--- config.mk ---
export PLATFORM = sky130hd
export DESIGN_NAME = aopt_ctrl
export DESIGN_NICKNAME = d
export VERILOG_FILES = /design/src/aopt_pkg.sv /design/src/aopt_ctrl.sv
export SDC_FILE = /design/constraint.sdc
export NUM_CORES = 1
export LEC_CHECK = 0
export BUFFER_PORTS_ARGS = -buffer_cell sky130_fd_sc_hd__buf_2
export CORE_MARGIN = 1
export CORE_UTILIZATION = 60
export DETAILED_ROUTE_END_ITERATION = 7
export HOLD_SLACK_MARGIN = 0.02
export PLACE_DENSITY_LB_ADDON = 0.2
export SYNTH_ARGS = -nofsm -noshare
export SYNTH_HDL_FRONTEND = slang
export SYNTH_SLANG_ARGS = --single-unit
--- constraint.sdc ---
create_clock -name i_clk -period 3.8 [get_ports i_clk]
set_clock_uncertainty 0.05 [all_clocks]
set_input_delay 0.76 -clock i_clk [delete_from_list [all_inputs] [get_ports i_clk]]
set_output_delay 0.76 -clock i_clk [all_outputs]
set_load 0.005 [all_outputs]
--- src/aopt_pkg.sv ---
package aopt_pkg;

    // Request payloads
    typedef struct packed {
        logic signed [31:0] vert_dist;
        logic signed [31:0] horiz_dist;
        logic signed [31:0] heading;
    } t_in;

    typedef struct packed {
        logic signed [31:0] x_position;
        logic signed [31:0] y_position;
    } t_out;

    // Configuration register indexes
    localparam int CFG_IDX_W = 2;
    localparam int CFG_DATA_W = 22;
    localparam logic [CFG_IDX_W-1:0] REG_VERT_OFF  = 2'd0;
    localparam logic [CFG_IDX_W-1:0] REG_HORIZ_OFF = 2'd1;
    localparam logic signed [CFG_DATA_W-1:0] VERT_OFF_RESET  = 22'sd0;
    localparam logic signed [CFG_DATA_W-1:0] HORIZ_OFF_RESET = 22'sd131072;

    // Step index width; covers the longest iteration (the divider)
    localparam int IDX_W = 6;

    // CORDIC vector and angle widths
    localparam int XW = 34;
    localparam int ZW = 35;
    localparam logic signed [ZW-1:0] Q30_PI      = 35'sd3373259426;
    localparam logic signed [ZW-1:0] Q30_HALF_PI = 35'sd1686629713;
    localparam logic signed [ZW-1:0] Q30_TWO_PI  = 35'sd6746518852;
    localparam logic [33:0] Q30_TWO_PI_U         = 34'd6746518852;
    localparam logic signed [XW-1:0] Q30_GAIN    = 34'sd652032874;

    // Chord magnitude limit, 2^37-1
    localparam int CW = 38;
    localparam logic [36:0] CHORD_LIM = 37'h1F_FFFF_FFFF;

    // Datapath operations
    typedef enum logic [4:0] {
        OP_NONE,
        OP_LOAD,
        OP_NOCHORD,
        OP_ANG,
        OP_MOD,
        OP_FOLD,
        OP_CORDIC,
        OP_TRIG,
        OP_DIV_LD,
        OP_DIV_STEP,
        OP_RAD,
        OP_MUL_LO,
        OP_MUL_HI,
        OP_CHORD,
        OP_PSET,
        OP_PACC,
        OP_UPDATE
    } t_op;

    typedef struct packed {
        t_op              op;
        logic [IDX_W-1:0] idx;
    } t_cmd;

    typedef struct packed {
        logic dth_zero;
    } t_stat;

    // Q30 arctangent of 2^-i
    function automatic logic signed [ZW-1:0] atan_q30(input logic [4:0] i);
        logic signed [ZW-1:0] v;
        case (i)
            5'd0:  v = 35'sh03243F6A8;
            5'd1:  v = 35'sh01DAC6705;
            5'd2:  v = 35'sh00FADBAFC;
            5'd3:  v = 35'sh007F56EA6;
            5'd4:  v = 35'sh003FEAB76;
            5'd5:  v = 35'sh001FFD55B;
            5'd6:  v = 35'sh000FFFAAA;
            5'd7:  v = 35'sh0007FFF55;
            5'd8:  v = 35'sh0003FFFEA;
            5'd9:  v = 35'sh0001FFFFD;
            5'd10: v = 35'sh0000FFFFF;
            5'd11: v = 35'sh00007FFFF;
            5'd12: v = 35'sh00003FFFF;
            5'd13: v = 35'sh00001FFFF;
            5'd14: v = 35'sh00000FFFF;
            5'd15: v = 35'sh000007FFF;
            5'd16: v = 35'sh000003FFF;
            5'd17: v = 35'sh000001FFF;
            5'd18: v = 35'sh000000FFF;
            5'd19: v = 35'sh0000007FF;
            5'd20: v = 35'sh0000003FF;
            5'd21: v = 35'sh0000001FF;
            5'd22: v = 35'sh0000000FF;
            5'd23: v = 35'sh00000007F;
            5'd24: v = 35'sh00000003F;
            5'd25: v = 35'sh00000001F;
            5'd26: v = 35'sh00000000F;
            5'd27: v = 35'sh000000008;
            5'd28: v = 35'sh000000004;
            5'd29: v = 35'sh000000002;
            default: v = 35'sh000000001;
        endcase
        return v;
    endfunction

endpackage

--- src/aopt_ctrl.sv ---
module aopt_ctrl #(
    parameter int FRAC_BITS    = 16,
    parameter int CORDIC_STEPS = 20
) (
    input  logic             i_clk,
    input  logic             i_rst_n,
    input  logic             i_in_valid,
    output logic             o_in_stall,
    output logic             o_out_valid,
    input  logic             i_out_stall,
    input  aopt_pkg::t_stat  i_stat,
    output aopt_pkg::t_cmd   o_cmd
);

    localparam int MOD_STEPS = 30 - FRAC_BITS;
    localparam int DIV_STEPS = 33 + FRAC_BITS;

    typedef enum logic [3:0] {
        S_IDLE, S_CHECK, S_ANG, S_MOD, S_FOLD, S_CORD, S_TRIG, S_DIVLD,
        S_DIV, S_RAD, S_MLO, S_MHI, S_CHORD, S_PSET, S_PACC, S_OUT
    } t_state;

    t_state                     r_state, n_state;
    logic [aopt_pkg::IDX_W-1:0] r_cnt, n_cnt;
    logic                       r_mid, n_mid;
    logic                       r_wheel, n_wheel;
    logic [1:0]                 r_prod, n_prod;
    logic                       r_out_valid, n_out_valid;
    logic                       update;

    // Sequence the datapath
    always_comb begin
        n_state = r_state;
        n_cnt   = r_cnt;
        n_mid   = r_mid;
        n_wheel = r_wheel;
        n_prod  = r_prod;
        update  = 1'b0;
        o_cmd.op  = aopt_pkg::OP_NONE;
        o_cmd.idx = '0;
        unique case (r_state)
            S_IDLE: begin
                if (i_in_valid) begin
                    o_cmd.op = aopt_pkg::OP_LOAD;
                    n_state  = S_CHECK;
                end
            end
            S_CHECK: begin
                if (i_stat.dth_zero) begin
                    o_cmd.op = aopt_pkg::OP_NOCHORD;
                    n_mid    = 1'b1;
                end else begin
                    n_mid    = 1'b0;
                end
                n_state = S_ANG;
            end
            S_ANG: begin
                o_cmd.op  = aopt_pkg::OP_ANG;
                o_cmd.idx = aopt_pkg::IDX_W'(r_mid);
                n_cnt     = '0;
                n_state   = S_MOD;
            end
            S_MOD: begin
                o_cmd.op  = aopt_pkg::OP_MOD;
                o_cmd.idx = r_cnt;
                if (r_cnt == aopt_pkg::IDX_W'(MOD_STEPS - 1)) begin
                    n_state = S_FOLD;
                end else begin
                    n_cnt = r_cnt + 1'b1;
                end
            end
            S_FOLD: begin
                o_cmd.op = aopt_pkg::OP_FOLD;
                n_cnt    = '0;
                n_state  = S_CORD;
            end
            S_CORD: begin
                o_cmd.op  = aopt_pkg::OP_CORDIC;
                o_cmd.idx = r_cnt;
                if (r_cnt == aopt_pkg::IDX_W'(CORDIC_STEPS - 1)) begin
                    n_state = S_TRIG;
                end else begin
                    n_cnt = r_cnt + 1'b1;
                end
            end
            S_TRIG: begin
                o_cmd.op  = aopt_pkg::OP_TRIG;
                o_cmd.idx = aopt_pkg::IDX_W'(r_mid);
                if (r_mid) begin
                    n_prod  = 2'd0;
                    n_state = S_PSET;
                end else begin
                    n_wheel = 1'b0;
                    n_state = S_DIVLD;
                end
            end
            S_DIVLD: begin
                o_cmd.op  = aopt_pkg::OP_DIV_LD;
                o_cmd.idx = aopt_pkg::IDX_W'(r_wheel);
                n_cnt     = '0;
                n_state   = S_DIV;
            end
            S_DIV: begin
                o_cmd.op = aopt_pkg::OP_DIV_STEP;
                if (r_cnt == aopt_pkg::IDX_W'(DIV_STEPS - 1)) begin
                    n_state = S_RAD;
                end else begin
                    n_cnt = r_cnt + 1'b1;
                end
            end
            S_RAD: begin
                o_cmd.op  = aopt_pkg::OP_RAD;
                o_cmd.idx = aopt_pkg::IDX_W'(r_wheel);
                n_state   = S_MLO;
            end
            S_MLO: begin
                o_cmd.op = aopt_pkg::OP_MUL_LO;
                n_state  = S_MHI;
            end
            S_MHI: begin
                o_cmd.op = aopt_pkg::OP_MUL_HI;
                n_state  = r_mid ? S_PACC : S_CHORD;
            end
            S_CHORD: begin
                o_cmd.op  = aopt_pkg::OP_CHORD;
                o_cmd.idx = aopt_pkg::IDX_W'(r_wheel);
                if (!r_wheel) begin
                    n_wheel = 1'b1;
                    n_state = S_DIVLD;
                end else begin
                    n_mid   = 1'b1;
                    n_state = S_ANG;
                end
            end
            S_PSET: begin
                o_cmd.op  = aopt_pkg::OP_PSET;
                o_cmd.idx = aopt_pkg::IDX_W'(r_prod);
                n_state   = S_MLO;
            end
            S_PACC: begin
                o_cmd.op  = aopt_pkg::OP_PACC;
                o_cmd.idx = aopt_pkg::IDX_W'(r_prod);
                if (r_prod == 2'd3) begin
                    n_state = S_OUT;
                end else begin
                    n_prod  = r_prod + 1'b1;
                    n_state = S_PSET;
                end
            end
            S_OUT: begin
                if (!r_out_valid || !i_out_stall) begin
                    o_cmd.op = aopt_pkg::OP_UPDATE;
                    update   = 1'b1;
                    n_state  = S_IDLE;
                end
            end
            default: n_state = S_IDLE;
        endcase
        n_out_valid = (r_out_valid && i_out_stall) || update;
    end

    // Hold state and the output valid flag
    always_ff @(posedge i_clk) begin
        if (!i_rst_n) begin
            r_state     <= S_IDLE;
            r_cnt       <= '0;
            r_mid       <= 1'b0;
            r_wheel     <= 1'b0;
            r_prod      <= 2'd0;
            r_out_valid <= 1'b0;
        end else begin
            r_state     <= n_state;
            r_cnt       <= n_cnt;
            r_mid       <= n_mid;
            r_wheel     <= n_wheel;
            r_prod      <= n_prod;
            r_out_valid <= n_out_valid;
        end
    end

    assign o_in_stall  = (r_state != S_IDLE);
    assign o_out_valid = r_out_valid;

endmodule

==> flow_summary.toml <==
[synthesis]
synth_warnings = 0
synth_top_area_share_pct = 25.1
synth-main-ff-cell = "dfxtp_1"
yosysSeqAreaShare_pct = 25.1
yosys.area.top_type = "dfxtp_1"
synth.area.top_cells = "dfxtp_1 (25%), a21oi_1 (6.7%), ha_1 (4.2%)"
netlist_area_um2 = 1190
synth.avg_cell_area_um2 = 7.66
async_flop_share_pct = 0
synth_cells = 156
synth_edf_count = 0
yosysUniqueCellTypes = 50
ys_ff_latch = 15
syn_nets = 165

[power]
switching_power_uw = 298
p_int_uw = 344
p_seq_share_pct = 39.8
p_comb_share_pct = 45.7
p_sw_share_pct = 46.4
total_power_uw = 642
p_leak_uw = 0.000508
clock_power_share_pct = 14.6
power_density_nw_per_um2 = 499
ir_drop_uv = 355

[layout]
nFillCells = 169
layout_commonest_cell = "buf_2"
areaGrowthSynthToFinish_pct = 7.64
multi_input_area_um2 = 820
fin_util_pct = 71.4
final_nets = 177
mostFrequentLayoutCells = "buf_2 (17), a21oi_1 (16), dfxtp_1 (15), nor2_1 (12), nand2_1 (11)"
register_area_um2 = 300
diodes = 0
stdcell_count = 192
layout-drive-gt1-share_pct = 16.2

[worst_setup_path]
timing.rr.end = "r_state[2]"
r2r_setup_slack_ns = 1.41
crit_chain = "inv_1 > nor2_1 > nand2_1 > o32ai_1 > o2bb2ai_1 > buf_2"
cp_slowest_cell = "dfxtp_1"
reg2reg_depth = 5
cp_max_fo = 15
crit_type = "reg2out"
critPathMaxStageDelay_ns = 0.63
cp_num_buf_inv = 2
critPathLaunchType = "register"
end_kind = "primary output"
regToRegStartpoint = "r_state[1]"
arrival_ns = 2.07
cp_top_family = "flip-flops"
required_ns = 2.99

[die]
die_y_um = 46.6
io_pins = 18
fp.dieArea_um2 = 2170
start_util_pct = 66.3
die-width_um = 46.6
core_um2 = 1800
rows = 15

[timing]
tightest_slew_ns = 0.733
report.final.slew_viol_count = 0
min_period_over_period_pct = 75.8
layout_min_cycle_time_ns = 2.88
clock.fmax_mhz = 347
hold_viol = 0
finalSetupTns_ns = 0
rsz0062_at_grt = "no"
setup_violations = 0
layout_setup_ws_ns = 0.918
relSlewSlack_pct = 51.0

[placement]
dp_hpwl_mm = 2.11
placedCellCount = 188
place_congestion = 0.919
port_buffers = 17
place_ws_ns = 1.28

[clock_tree]
root_buffer = "clkbuf_4"
tritoncts = "done"
cts_buffers = 3
clockBufferDepth = 2
cts_resized = 0
postCtsSetupBuffers = 0
cts_sinks = 15
htree_levels = 1
cts.clk_slew.worst_paths_ns = 0.10
clk_latency_ns = 0.28
cts_hold_buf = 0

[global_routing]
antenna_found_initial = 0
grt_max_degree = 26
grt_pass1_vias = 1080
grt_pass1_wl_mm = 4.52
grt_usage_pct = 28.8
grt_overflow = 0

[route]
drt-total-wl_mm = 2.89
ant_nets = 0
dr.pass1.iters = 4
drc = 0
routed-via-count = 1206
via_per_inst = 6.28
wire_per_inst_um = 15.1
drt_iter0_markers = 65

[hold_path]
hold_end = "r_cnt[1]"
min_from = "r_cnt[1]"
worstHoldPathCells = 2
min_path_type = "reg2reg"

[flow_run]
maxCapViolCount = 0

[outcome]
status = "complete, no violations"
## registers in the layout, indices dropped and copies added, names as in the netlist
name,count
r_prod,2
r_wheel,1
o_out_valid,1
r_state,4
r_cnt,6
r_mid,1
## cell families after synthesis
| logic type | after synthesis | synth area share (%) |
|---|---|---|
| simple gates | 65 | 31.3 |
| compound gates | 49 | 27.6 |
| buf+inv | 16 | 6.28 |
| flops | 15 | 25.1 |
| xor+xnor | 4 | 2.93 |
| fa+ha+maj | 4 | 4.19 |
| mux | 3 | 2.51 |
## cell usage after synthesis, drive strengths merged (4+ instances only)
master,number
nand2,11
a21oi,17
dfxtp,15
nor2b,4
ha,4
nor2,12
or4b,4
and2,5
inv,6
nand3,7
clkbuf,6
o21ai,10
xnor2,4
buf,4
## power groups by stage
stage / Combinational, uW / Clock (uW) / Sequential (uW)
after floorplan: 276 / 0 / 202
final: 293 / 93.5 / 255
after global routing: 327 / 103 / 263
after CTS: 289 / 94.3 / 253
after detailed placement: 287 / 0 / 257
after global placement: 281 / 0 / 256
## metrics by stage
step | cell area (um^2) | hold slack, ns
floorplan | 1190 | 0.407
global placement | 1260 | 0.420
detailed placement | 1260 | 0.453
CTS | 1290 | 0.465
global route | 1290 | 0.482
finish | 1290 | 0.456
## worst reg2reg max path, cell delays in order, from the launching register on
cell and delay, ns:
dfxtp_1 0.81, nand2b_1 0.25, a2111oi_0 0.12, nor4_1 0.59
nand3_1 0.15, a221oi_1 0.32
## metal layers
metal	GRT usage, %	vias to the layer above	share of wire [%]
li1	-	603	-
met1	37.0	541	44
met2	45.3	60	48
met3	6.27	2	7.7
met4	13.1	0	0.28
met5	0	-	0
## final cells by class
cell class | count | area share [%]
clock buffers | 3 | 1.75
multi-input cells | 125 | 63.7
flip-flops and latches | 15 | 23.3
inverters | 6 | 1.75
repair buffers | 17 | 6.61
well taps | 25 | 2.43
clock inverters | 1 | 0.389
## how the worst max path moves through the flow
stage | start | endpoint | depth (start not counted)
2_1_floorplan | r_state[1] | o_cmd[1] | 5
3_3_place_gp | r_state[3] | o_cmd[1] | 6
3_5_place_dp | r_state[3] | o_cmd[1] | 6
4_1_cts | r_state[3] | o_cmd[1] | 6
5_1_grt | r_state[3] | o_cmd[1] | 6
6_report | r_state[3] | o_cmd[1] | 6
(Power assumes the default switching activity.)
